File: config.mk
export PLATFORM = sky130hd
export DESIGN_NAME = random_permutation_shuffler
export DESIGN_NICKNAME = d
export VERILOG_FILES = /design/src/rtl/core/rps_pkg.sv /design/src/rtl/core/rps_ctrl.sv /design/src/rtl/core/rps_datapath.sv /design/src/rtl/core/random_permutation_shuffler.sv
export SDC_FILE = /design/constraint.sdc
export NUM_CORES = 2
export LEC_CHECK = 0
export ABC_AREA = 1
export BUFFER_PORTS_ARGS = -buffer_cell sky130_fd_sc_hd__buf_2
export CELL_PAD_IN_SITES_DETAIL_PLACEMENT = 1
export CELL_PAD_IN_SITES_GLOBAL_PLACEMENT = 2
export CORE_MARGIN = 1
export CORE_UTILIZATION = 42
export CTS_CLUSTER_DIAMETER = 80
export DETAILED_ROUTE_END_ITERATION = 8
export PLACE_DENSITY_LB_ADDON = 0.1
export SLEW_MARGIN = 20
export SYNTH_ARGS = -nofsm -noshare
export SYNTH_HDL_FRONTEND = slang
export SYNTH_SLANG_ARGS = --single-unit
File: constraint.sdc
create_clock -name clk -period 7.5 [get_ports clk]
set_input_delay 0.375 -clock clk [delete_from_list [all_inputs] [get_ports clk]]
set_output_delay 0.375 -clock clk [all_outputs]
set_load 0.05 [all_outputs]
File: src/rtl/core/rps_pkg.sv
`default_nettype none
// ----------------------------------------------------------------------------
// rps_pkg
// shared constants and controller/datapath interface types of the shuffler
// ----------------------------------------------------------------------------
package rps_pkg;

  localparam int MAX_ELEMENTS_DEF = 256;
  localparam int CFG_W            = 9;
  localparam int WORD_W           = 31;
  localparam int OUT_W            = 8;
  localparam int CNT_W            = $clog2(WORD_W);
  localparam logic [CFG_W-1:0] LEN_RESET = 9'd256;

  // commands from the controller, one step of work each
  typedef struct packed {
    logic start;     // latch word, length and position, prime the divider
    logic div_step;  // one restoring-division bit
    logic rd_i;      // issue table read at position
    logic rd_j;      // issue table read at partner
    logic wr_j;      // write partner slot
    logic wr_i;      // write position slot
    logic finish;    // load result register, advance the walk
  } cmd_t;

  typedef struct packed {
    logic div_done;  // last division bit this cycle
    logic out_free;  // result register can take a new value
  } status_t;

endpackage : rps_pkg
`default_nettype wire

File: src/rtl/core/rps_ctrl.sv
`default_nettype none
// ----------------------------------------------------------------------------
// rps_ctrl
// step sequencer: accept, divide, read both slots, write both slots, emit
// ----------------------------------------------------------------------------
module rps_ctrl
  import rps_pkg::*;
(
  input  wire logic    clk,
  input  wire logic    rst_n,
  input  wire logic    in_valid,
  output logic         in_ready,
  input  wire status_t status,
  output cmd_t         cmd
);

  typedef enum logic [6:0] {
    ST_IDLE = 7'b0000001,
    ST_DIV  = 7'b0000010,
    ST_RDI  = 7'b0000100,
    ST_RDJ  = 7'b0001000,
    ST_WRJ  = 7'b0010000,
    ST_WRI  = 7'b0100000,
    ST_DONE = 7'b1000000
  } state_t;

  state_t state_r, state_nxt;

  always_comb begin
    state_nxt = state_r;
    cmd       = '0;
    unique case (state_r)
      ST_IDLE: begin
        if (in_valid) begin
          cmd.start = 1'b1;
          state_nxt = ST_DIV;
        end
      end
      ST_DIV: begin
        cmd.div_step = 1'b1;
        if (status.div_done) state_nxt = ST_RDI;
      end
      ST_RDI: begin
        cmd.rd_i  = 1'b1;
        state_nxt = ST_RDJ;
      end
      ST_RDJ: begin
        cmd.rd_j  = 1'b1;
        state_nxt = ST_WRJ;
      end
      ST_WRJ: begin
        cmd.wr_j  = 1'b1;
        state_nxt = ST_WRI;
      end
      ST_WRI: begin
        cmd.wr_i  = 1'b1;
        state_nxt = ST_DONE;
      end
      ST_DONE: begin
        if (status.out_free) begin
          cmd.finish = 1'b1;
          state_nxt  = ST_IDLE;
        end
      end
      default: state_nxt = ST_IDLE;
    endcase
  end

  assign in_ready = (state_r == ST_IDLE);

  always_ff @(posedge clk) begin
    if (!rst_n) begin
      state_r <= ST_IDLE;
    end else begin
      state_r <= state_nxt;
    end
  end

endmodule : rps_ctrl
`default_nettype wire

File: src/rtl/core/rps_datapath.sv
`default_nettype none
// ----------------------------------------------------------------------------
// rps_datapath
// length register, bit-serial modulo, permutation table, marks, result register
// ----------------------------------------------------------------------------
module rps_datapath
  import rps_pkg::*;
#(
  parameter int MAX_ELEMENTS = MAX_ELEMENTS_DEF
) (
  input  wire logic              clk,
  input  wire logic              rst_n,
  input  wire cmd_t              cmd,
  output status_t                status,
  input  wire logic              cfg_we,
  input  wire logic [CFG_W-1:0]  cfg_wdata,
  input  wire logic [WORD_W-1:0] in_random_word,
  output logic                   out_valid,
  input  wire logic              out_ready,
  output logic [OUT_W-1:0]       out_position,
  output logic [OUT_W-1:0]       out_element,
  output logic                   out_last
);

  localparam int IW = (MAX_ELEMENTS > 1) ? $clog2(MAX_ELEMENTS) : 1;
  localparam int LW = $clog2(MAX_ELEMENTS + 1);
  localparam int CW = (LW > CFG_W) ? LW : CFG_W;
  localparam logic [CW-1:0] MAX_C = CW'(MAX_ELEMENTS);

  logic [CFG_W-1:0]  cfg_len_r;
  logic [LW-1:0]     len_r;
  logic [IW-1:0]     step_r;
  logic [IW-1:0]     i_r;
  logic [IW-1:0]     j_r;
  logic [WORD_W-1:0] word_r;
  logic [LW-1:0]     rem_r;
  logic [LW-1:0]     remaining_r;
  logic [CNT_W-1:0]  cnt_r;
  logic [IW-1:0]     val_i_r;
  logic [IW-1:0]     val_j_r;
  logic [MAX_ELEMENTS-1:0] marks_r;
  logic [IW-1:0]     mem [MAX_ELEMENTS];
  logic [IW-1:0]     ram_q_r;
  logic [IW-1:0]     addr_q_r;
  logic              mark_q_r;
  logic              out_valid_r;
  logic [OUT_W-1:0]  out_position_r;
  logic [OUT_W-1:0]  out_element_r;
  logic              out_last_r;

  logic [CW-1:0]     cfg_ext;
  logic [LW-1:0]     len_eff;
  logic              wrap;
  logic [IW-1:0]     i_start;
  logic [LW:0]       trial;
  logic [LW:0]       trial_sub;
  logic [IW-1:0]     j_c;
  logic [IW-1:0]     raddr;
  logic [IW-1:0]     slot_val;
  logic              is_last;

  // effective length: zero reads as one, saturate at table depth
  always_comb begin
    cfg_ext = CW'(cfg_len_r);
    if (cfg_ext == '0) begin
      len_eff = LW'(1);
    end else if (cfg_ext > MAX_C) begin
      len_eff = LW'(MAX_C);
    end else begin
      len_eff = LW'(cfg_ext);
    end
  end

  assign wrap      = (LW'(step_r) >= len_eff);
  assign i_start   = wrap ? '0 : step_r;
  assign trial     = {rem_r, word_r[WORD_W-1]};
  assign trial_sub = trial - {1'b0, remaining_r};
  assign j_c       = i_r + rem_r[IW-1:0];
  assign raddr     = cmd.rd_j ? j_r : i_r;
  assign slot_val  = mark_q_r ? ram_q_r : addr_q_r;
  assign is_last   = (LW'(i_r) == (len_r - LW'(1)));

  assign status = '{div_done: (cnt_r == CNT_W'(WORD_W - 1)),
                    out_free: (!out_valid_r || out_ready)};

  always_ff @(posedge clk) begin
    if (!rst_n) begin
      cfg_len_r <= LEN_RESET;
    end else if (cfg_we) begin
      cfg_len_r <= cfg_wdata;
    end
  end

  // control state: walk position, marks, result valid
  always_ff @(posedge clk) begin
    if (!rst_n) begin
      step_r      <= '0;
      marks_r     <= '0;
      out_valid_r <= 1'b0;
    end else begin
      if (cmd.start && wrap) marks_r <= '0;
      if (cmd.wr_j) marks_r[j_r] <= 1'b1;
      if (cmd.wr_i) marks_r[i_r] <= 1'b1;
      if (cmd.finish) begin
        out_valid_r <= 1'b1;
        if (is_last) begin
          step_r  <= '0;
          marks_r <= '0;
        end else begin
          step_r <= i_r + IW'(1);
        end
      end else if (out_ready) begin
        out_valid_r <= 1'b0;
      end
    end
  end

  // payload registers
  always_ff @(posedge clk) begin
    if (cmd.start) begin
      len_r       <= len_eff;
      i_r         <= i_start;
      remaining_r <= len_eff - LW'(i_start);
      word_r      <= in_random_word;
      rem_r       <= '0;
      cnt_r       <= '0;
    end
    if (cmd.div_step) begin
      rem_r  <= trial_sub[LW] ? trial[LW-1:0] : trial_sub[LW-1:0];
      word_r <= {word_r[WORD_W-2:0], 1'b0};
      cnt_r  <= cnt_r + CNT_W'(1);
    end
    if (cmd.rd_i) j_r <= j_c;
    if (cmd.rd_j) val_i_r <= slot_val;
    if (cmd.wr_j) val_j_r <= slot_val;
    if (cmd.finish) begin
      out_position_r <= OUT_W'(i_r);
      out_element_r  <= OUT_W'(val_j_r);
      out_last_r     <= is_last;
    end
  end

  // permutation table, one write and one registered read per cycle
  always_ff @(posedge clk) begin
    if (cmd.wr_j) begin
      mem[j_r] <= val_i_r;
    end else if (cmd.wr_i) begin
      mem[i_r] <= val_j_r;
    end
    ram_q_r  <= mem[raddr];
    mark_q_r <= marks_r[raddr];
    addr_q_r <= raddr;
  end

  assign out_valid    = out_valid_r;
  assign out_position = out_position_r;
  assign out_element  = out_element_r;
  assign out_last     = out_last_r;

  a_rem_in_range: assert property (@(posedge clk) disable iff (!rst_n)
    cmd.rd_i |-> (rem_r < remaining_r))
    else $error("partner offset not below remaining count");

  a_partner_marked: assert property (@(posedge clk) disable iff (!rst_n)
    cmd.wr_i |-> marks_r[j_r])
    else $error("partner slot not marked after its write");

  a_walk_clears: assert property (@(posedge clk) disable iff (!rst_n)
    (cmd.finish && is_last) |=> (step_r == '0) && (marks_r == '0))
    else $error("walk not cleared after final slot");

endmodule : rps_datapath
`default_nettype wire

File: src/rtl/core/random_permutation_shuffler.sv
`default_nettype none
// ----------------------------------------------------------------------------
// random_permutation_shuffler
// fisher-yates shuffle: one random word per transfer, one swap step, one slot out
// ----------------------------------------------------------------------------
// an input word is taken only in the idle state, so a new item waits until the
//   previous result is loaded into the output register; the bit-serial modulo
//   unit works one remainder bit per cycle over the 31-bit word, and the
//   table takes two reads and two writes in turn
// a finished result waits in the output register while the next item runs
// reset: synchronous, active low; clears the walk position, the written marks,
//   the sequencer and sets the length register to 256; table is not cleared
// ----------------------------------------------------------------------------
module random_permutation_shuffler
  import rps_pkg::*;
#(
  parameter int MAX_ELEMENTS = MAX_ELEMENTS_DEF
) (
  input  wire logic              clk,
  input  wire logic              rst_n,
  // configuration: permutation length
  input  wire logic              cfg_we,
  input  wire logic [CFG_W-1:0]  cfg_wdata,
  // input channel: one random word per step
  input  wire logic              in_valid,
  output logic                   in_ready,
  input  wire logic [WORD_W-1:0] in_random_word,
  // result channel: slot made final by the step
  output logic                   out_valid,
  input  wire logic              out_ready,
  output logic [OUT_W-1:0]       out_position,
  output logic [OUT_W-1:0]       out_element,
  output logic                   out_last
);

  cmd_t    cmd;
  status_t status;

  // sequencer: idle -> divide -> read i -> read j -> write j -> write i -> emit
  rps_ctrl u_ctrl (
    .clk      (clk),
    .rst_n    (rst_n),
    .in_valid (in_valid),
    .in_ready (in_ready),
    .status   (status),
    .cmd      (cmd)
  );

  // datapath holds the length register, modulo unit, table, marks and result
  rps_datapath #(
    .MAX_ELEMENTS (MAX_ELEMENTS)
  ) u_datapath (
    .clk            (clk),
    .rst_n          (rst_n),
    .cmd            (cmd),
    .status         (status),
    .cfg_we         (cfg_we),
    .cfg_wdata      (cfg_wdata),
    .in_random_word (in_random_word),
    .out_valid      (out_valid),
    .out_ready      (out_ready),
    .out_position   (out_position),
    .out_element    (out_element),
    .out_last       (out_last)
  );

endmodule : random_permutation_shuffler
`default_nettype wire

# --- Word-level counts from Yosys, hierarchy flattened ---
# Memory sizes are Yosys's and may differ from the RTL's. A register that Yosys moved wholly into a read port is not among the register bits.
# Index checks and enable logic that the tools add are counted.
totals:
  in_bits: 45
  out_inout_bits: 19
  mem_count: 1
  mem_bits_rw: 2048
  word_cells: 107
  reg_bits: 402
memory_table:
  columns: ["name", "words", "word_bits", "read_ports", "rd_ports_with_merged_regs", "wr", "line", "rtl"]
  rows:
  - ["u_datapath.mem", 256, 8, 1, 1, 1, "rps_datapath.sv:42", "logic [IW-1:0] mem [MAX_ELEMENTS];"]
op_classes:
  eq_ne: 12
  n_reduce_logical: 10
  add_sub_neg: 6
  bitwise: 2
  n_lt_le_gt_ge: 7
  muxes: 49
ops:
  columns: ["cell", "count"]
  rows:
  - ["256-bit 2-to-1 mux", 7]
  - ["256-bit OR", 2]
  - ["31-bit 2-to-1 mux", 2]
  - ["7-bit one-hot mux with 7 select lines", 1]
  - ["8-bit 2-to-1 mux", 6]
  - ["9-bit 2-to-1 mux", 5]
  - ["8-bit by 9-bit < comparator with 1-bit output, second input constant", 3]
  - ["7-bit 2-to-1 mux", 3]
  - ["1-bit 2-to-1 mux", 20]
  - ["1-bit demux with 8-bit select", 2]
  - ["8-bit by 1-bit greater-or-equal comparator with 1-bit output, second input constant", 2]
  - ["5-bit 2-to-1 mux", 2]
  - ["10-bit by 9-bit subtractor with 10-bit output", 1]
  - ["8-bit by 9-bit equality test with 1-bit output", 1]
  - ["8-bit by 9-bit greater-or-equal comparator with 1-bit output", 1]
  - ["9-bit greater-than comparator, second input constant", 1]
  - ["9-bit logical NOT", 1]
  - ["9-bit by 1-bit subtractor with 9-bit output, second input constant", 1]
  - ["9-bit by 8-bit subtractor with 9-bit output", 1]
  - ["8-bit by 1-bit adder with 8-bit output, second input constant", 1]
  - ["8-bit adder", 1]
  - ["1-bit binary-select mux with 8-bit select", 1]
  - ["8-bit OR reduction", 1]
  - ["7-bit by 1-bit equality test with 1-bit output, second input constant", 1]
  - ["other kinds (14)", 19]

# --- Depth between registers and ports, before layout ---
depth:
  ltp_word: 14
  mapped_depth: 23
  mapped_depth_nobuf: 23

# --- Cells and area by module ---
# Synthesis repeated with hierarchy kept, for this count alone.
hier_totals:
  hier_cells: 11430
  hier_area_um2: 110029.3
by_module_without_submodules:
  columns: ["mod", "area_each_um2", "seq_area_each_um2", "cells_each", "n_inst"]
  rows:
  - ["rps_datapath", 109611.4, 70677.8, 11364, 1]
  - ["rps_ctrl", 417.9, 140.1, 66, 1]

# --- Least setup slack after synthesis ---
# Ideal clock, no wire load.
synth_timing:
  kind: "register to register"
  from: "register u_ctrl.state_r[1]"
  to: "memory u_datapath.mem[0][0] (netlist bit) (data pin)"
  slack_ps: 2035
  arrival_ps: 4643
  required_time_ps: 6678
  synth_period_minus_slack_ps: 5465
  stages_incl_launch_ff: 11
  n_path_buf: 3
  setup_ps: 822
  path_cell_list: "dfxtp_1 inv_2 nand2_2 nor2_2 nand2_2 inv_2 buf_2 buf_1 clkbuf_1 nand2_1 nand2_1"
synth_between:
  elab_chain_cells: 7
  word_cells_on_any_way: 9
  classes_between: "2 x eq/ne; 6 x mux; 1 x reduce/logical"
synth_rtl:
  columns: ["item", "line", "rtl"]
  rows:
  - ["from (decl)", "rps_ctrl.sv:27", "state_t state_r, state_nxt;"]
  - ["from (signal assigned)", "rps_ctrl.sv:75", "state_r <= state_nxt;"]
  - ["7-bit by 6-bit equality test with 1-bit output", "rps_ctrl.sv:32", "unique case (state_r)"]
  - ["1-bit 2-to-1 mux", "rps_ctrl.sv:32", null]
  - ["1-bit 2-to-1 mux", "rps_datapath.sv:147", "end else if (cmd.wr_i) begin"]
  - ["1-bit 2-to-1 mux *", "rps_datapath.sv:145", "if (cmd.wr_j) begin"]
  - ["1-bit 2-to-1 mux (not written as such) *", "rps_datapath.sv:148", "mem[i_r] <= val_j_r;"]
  - ["8-bit OR reduction (no line) *", null, null]
  - ["8-bit 2-to-1 mux (no line) *", null, null]
  - ["to (decl)", "rps_datapath.sv:42", null]
# Mark *: on every way between the ends. The rest lies on a longest branch, timed or not.

# --- Worst setup path in the final report ---
layout_timing:
  from: "register u_ctrl.state_r[1]"
  to: "register u_datapath.ram_q_r[4], read port of u_datapath.mem"
layout_between:
  elab_chain_cells: 3
layout_rtl:
  columns: ["item", "line", "rtl"]
  rows:
  - ["7-bit by 4-bit equality test with 1-bit output", "rps_ctrl.sv:32", null]
  - ["1-bit 2-to-1 mux", "rps_ctrl.sv:32", null]
  - ["8-bit 2-to-1 mux", "rps_datapath.sv:79", "assign raddr = cmd.rd_j ? j_r : i_r;"]
  - ["to (decl)", "rps_datapath.sv:43", "logic [IW-1:0] ram_q_r;"]
# No other way between the ends.
# A chain may end at the register's enable or synchronous reset.

==> flow_summary_export.csv <==
group,metric,value,unit
floorplanning,rows,187,
logic_synthesis,yosysWarnings,0,
logic_synthesis,netlist_area,110000,µm²
routing,firstDrtPassIters,6,
global_route,grt_max_degree,166,
worst_hold_path,min_from,"in_random_word[25]",
setup_path,worstSetupStartpoint,"u_ctrl.state_r[1]$_SDFFE_PN0P_",
logic_synthesis,synth_edf_count,2159,
timing,final_max_slew_viol_count,0,
timing,slew_headroom,14.5,%
logic_synthesis,ys.flop_type,"edfxtp_1",
setup_path,critPathKind,"reg2reg",
setup_path,crit_path_end_kind,"register",
clocking,path_clk_slew,0.06,ns
timing,period_share,70.1,%
floorplanning,die_area,264000,µm²
placed_design,place.gp.congestion,0.829,
routing,vias,82444,
setup_path,critPathRequiredTime,8.27,ns
outcome,status,"complete, no violations",
finish,finish.utilization,47.3,%
finish,final_cell_mix,"nand2_1 (3043), edfxtp_1 (2159), nand3_1 (1965), inv_1 (1671), nor2_1 (789)",
timing,rsz0062_at_grt,"false",
clocking,cts_tree,"yes",
placed_design,post-dp-hpwl,219,mm
clocking,cts.sinks,2458,
job,maxCapViolations,0,
logic_synthesis,netlist_instances,11394,
routing,drtIter0Drc,7360,
routing,drt_wl_total,383,mm
clocking,clk-insertion-delay-late,0.88,ns
global_route,grt_antenna_before_repair,22,
finish,regArea,70800,µm²
floorplanning,core_area,260000,µm²
pwr,finalPower,0.0310,W
setup_path,crit_arrival,6.03,ns
timing,whs,0.326,ns
logic_synthesis,postSynth.asyncResetShare,0,%
routing,vias_per_cell,5.50,
timing,worst_pin_slew,1.28,ns
clocking,cts_buffer_depth,4,
setup_path,rr_startpoint,"u_ctrl.state_r[1]$_SDFFE_PN0P_",
clocking,cts_inserted_buffers,289,
placed_design,io_buffers,63,
floorplanning,start_util,42.3,%
worst_hold_path,hold_class,"in2reg",
timing,max_freq,190,MHz
clocking,h-tree-depth,5,
floorplanning,die_h,514,µm
routing,drc,0,
timing,fin_tns_setup,0,ns
floorplanning,io_pins,64,
logic_synthesis,syn_area_per_cell,9.66,µm²
finish,fill_cells,28951,
finish,layout_commonest_cell,"nand2_1",
setup_path,crit_fanout,91,
timing,fin_crit,5.26,ns
pwr,vdd_drop_max,207,µV
pwr,power.leakage,49.2,nW
finish,nets,11370,
finish,multi_input_area,30100,µm²
routing,final_antenna_net_count,0,
timing,setup_viol,0,
clocking,root_buffer,"clkbuf_16",
global_route,first_global_vias,83856,
logic_synthesis,syn_nets,11481,
clocking,cts_resized,0,
finish,drive_gt1_share,6.13,%
floorplanning,die_w,514,µm
setup_path,cp-start-kind,"register",
finish,area_growth,11.8,%
timing,finClkSkew,0.0553,ns
logic_synthesis,ys_seq_elements,2458,
logic_synthesis,ys_types,46,
global_route,globalRouteTotalUtil,28.6,%
logic_synthesis,seq_area_frac_synth,64.3,%
global_route,grt_pass1_wl,563,mm
global_route,grt.overflow.total,0,
pwr,power.density,252,nW/µm²
timing,hold_viol,0,
routing,wire_per_inst,25.5,µm
## flip-flops by register name (all words and copies together), names as in the netlist, 5 cells and up
register                 flops
u_ctrl.state_r               7
u_datapath.mem            2048
u_datapath.val_i_r           8
u_datapath.ram_q_r           8
u_datapath.len_r             9
u_datapath.j_r               8
u_datapath.marks_r         256
u_datapath.word_r           31
u_datapath.i_r               8
u_datapath.remaining_r       9
u_datapath.val_j_r           8
u_datapath.step_r            8
u_datapath.out_position      8
u_datapath.cnt_r             5
u_datapath.rem_r             9
u_datapath.cfg_ext           9
u_datapath.out_element       8
u_datapath.addr_q_r          8
## final timing paths
| kind | to | slack (ns) | depth (start not counted) |
|---|---|---|---|
| setup / recovery | u_datapath.ram_q_r[4]$_DFF_P_ | 2.24 | 18 |
| hold / removal | u_datapath.word_r[25]$_DFFE_PP_ | 0.33 | 4 |
| setup reg to reg | u_datapath.ram_q_r[4]$_DFF_P_ | 2.24 | 18 |
| hold reg to reg | u_datapath.out_element[3]$_DFFE_PP_ | 0.46 | 0 |
## metal layers
layer	part of all wire, %	up-vias	track usage [%]
met5	0	-	0
met4	3.6	0	9.93
met3	5.6	655	3.42
met2	46	2429	46.0
met1	45	42009	40.1
li1	-	37351	-
## cell type report
| cell class | instances | area share (%) |
|---|---|---|
| inverters | 1694 | 5.18 |
| well taps | 3496 | 3.55 |
| flip-flops and latches | 2458 | 57.6 |
| diodes | 6 | 0.0122 |
| multi-input cells | 6558 | 24.5 |
| clock inverters | 129 | 0.812 |
| repair buffers | 282 | 2.09 |
| clock buffers | 373 | 6.34 |
## critical path: stages, from the launching register on
cell and delay [ns]:
dfxtp_1 0.40, inv_2 0.07, nand2_2 0.12, nor2_2 0.09, nand2_1 0.22, buf_4 0.33, nand2_2 0.49, nand2_8 0.89
buf_4 0.64, nand2_1 0.11, nand2_1 0.10, nand2_1 0.05, nand3_1 0.17, nand3_1 0.15, nand3_1 0.26, nand3_1 0.24
nand3_1 0.38, nand3_1 0.22, nand2_1 0.10
## Yosys cell counts (all sizes together), types with 3 or more instances
library cell	n	area (µm²)
nand2	3072	11600
edfxtp	2159	64800
nand3	1971	9870
inv	1684	6320
nor2	816	3070
buf	427	2160
dfxtp	299	5990
clkbuf	257	965
a221oi	172	1510
o21ai	71	374
a21oi	65	325
nand3b	62	465
o211ai	62	465
a31oi	60	375
o22ai	41	257
ha	39	488
nor3	32	175
xor2	26	228
a22oi	17	128
clkinv	10	37.5
xnor2	10	87.6
nor4	9	71.3
mux2	8	90.1
nand4	7	43.8
a211oi	4	30.0
a32oi	4	35.0
fa	3	60.1
## cells by family after synthesis
kind of cell	Yosys count	share of synthesized area, %
mux	8	0.0819
buf+inv	2378	8.61
simple gates	5972	23.0
flops	2458	64.3
xor+xnor	36	0.286
compound gates	500	3.21
fa+ha+maj	42	0.498
## per-stage QoR
step	setup WS, ns	area (µm²)	instances
after detailed placement	2.42	114000	14425
final	2.24	123000	14996
after global placement	2.43	114000	14425
after CTS	2.39	123000	14989
after floorplan	2.03	110000	11394
after global routing	2.14	123000	14992
## timing repair
action                     4_1_cts  5_1_grt
hold buffers                    62        0
setup buffers                    0        0
hold endpoints to repair        44        0
setup endpoints to repair        0        0
## power by group
| group | internal, W | total, W | switching (W) |
|---|---|---|---|
| clock network | 0.00778 | 0.0135 | 0.00569 |
| logic | 0.000693 | 0.00267 | 0.00197 |
| registers | 0.0148 | 0.0149 | 0.0000934 |
(Power assumes the default switching activity.)
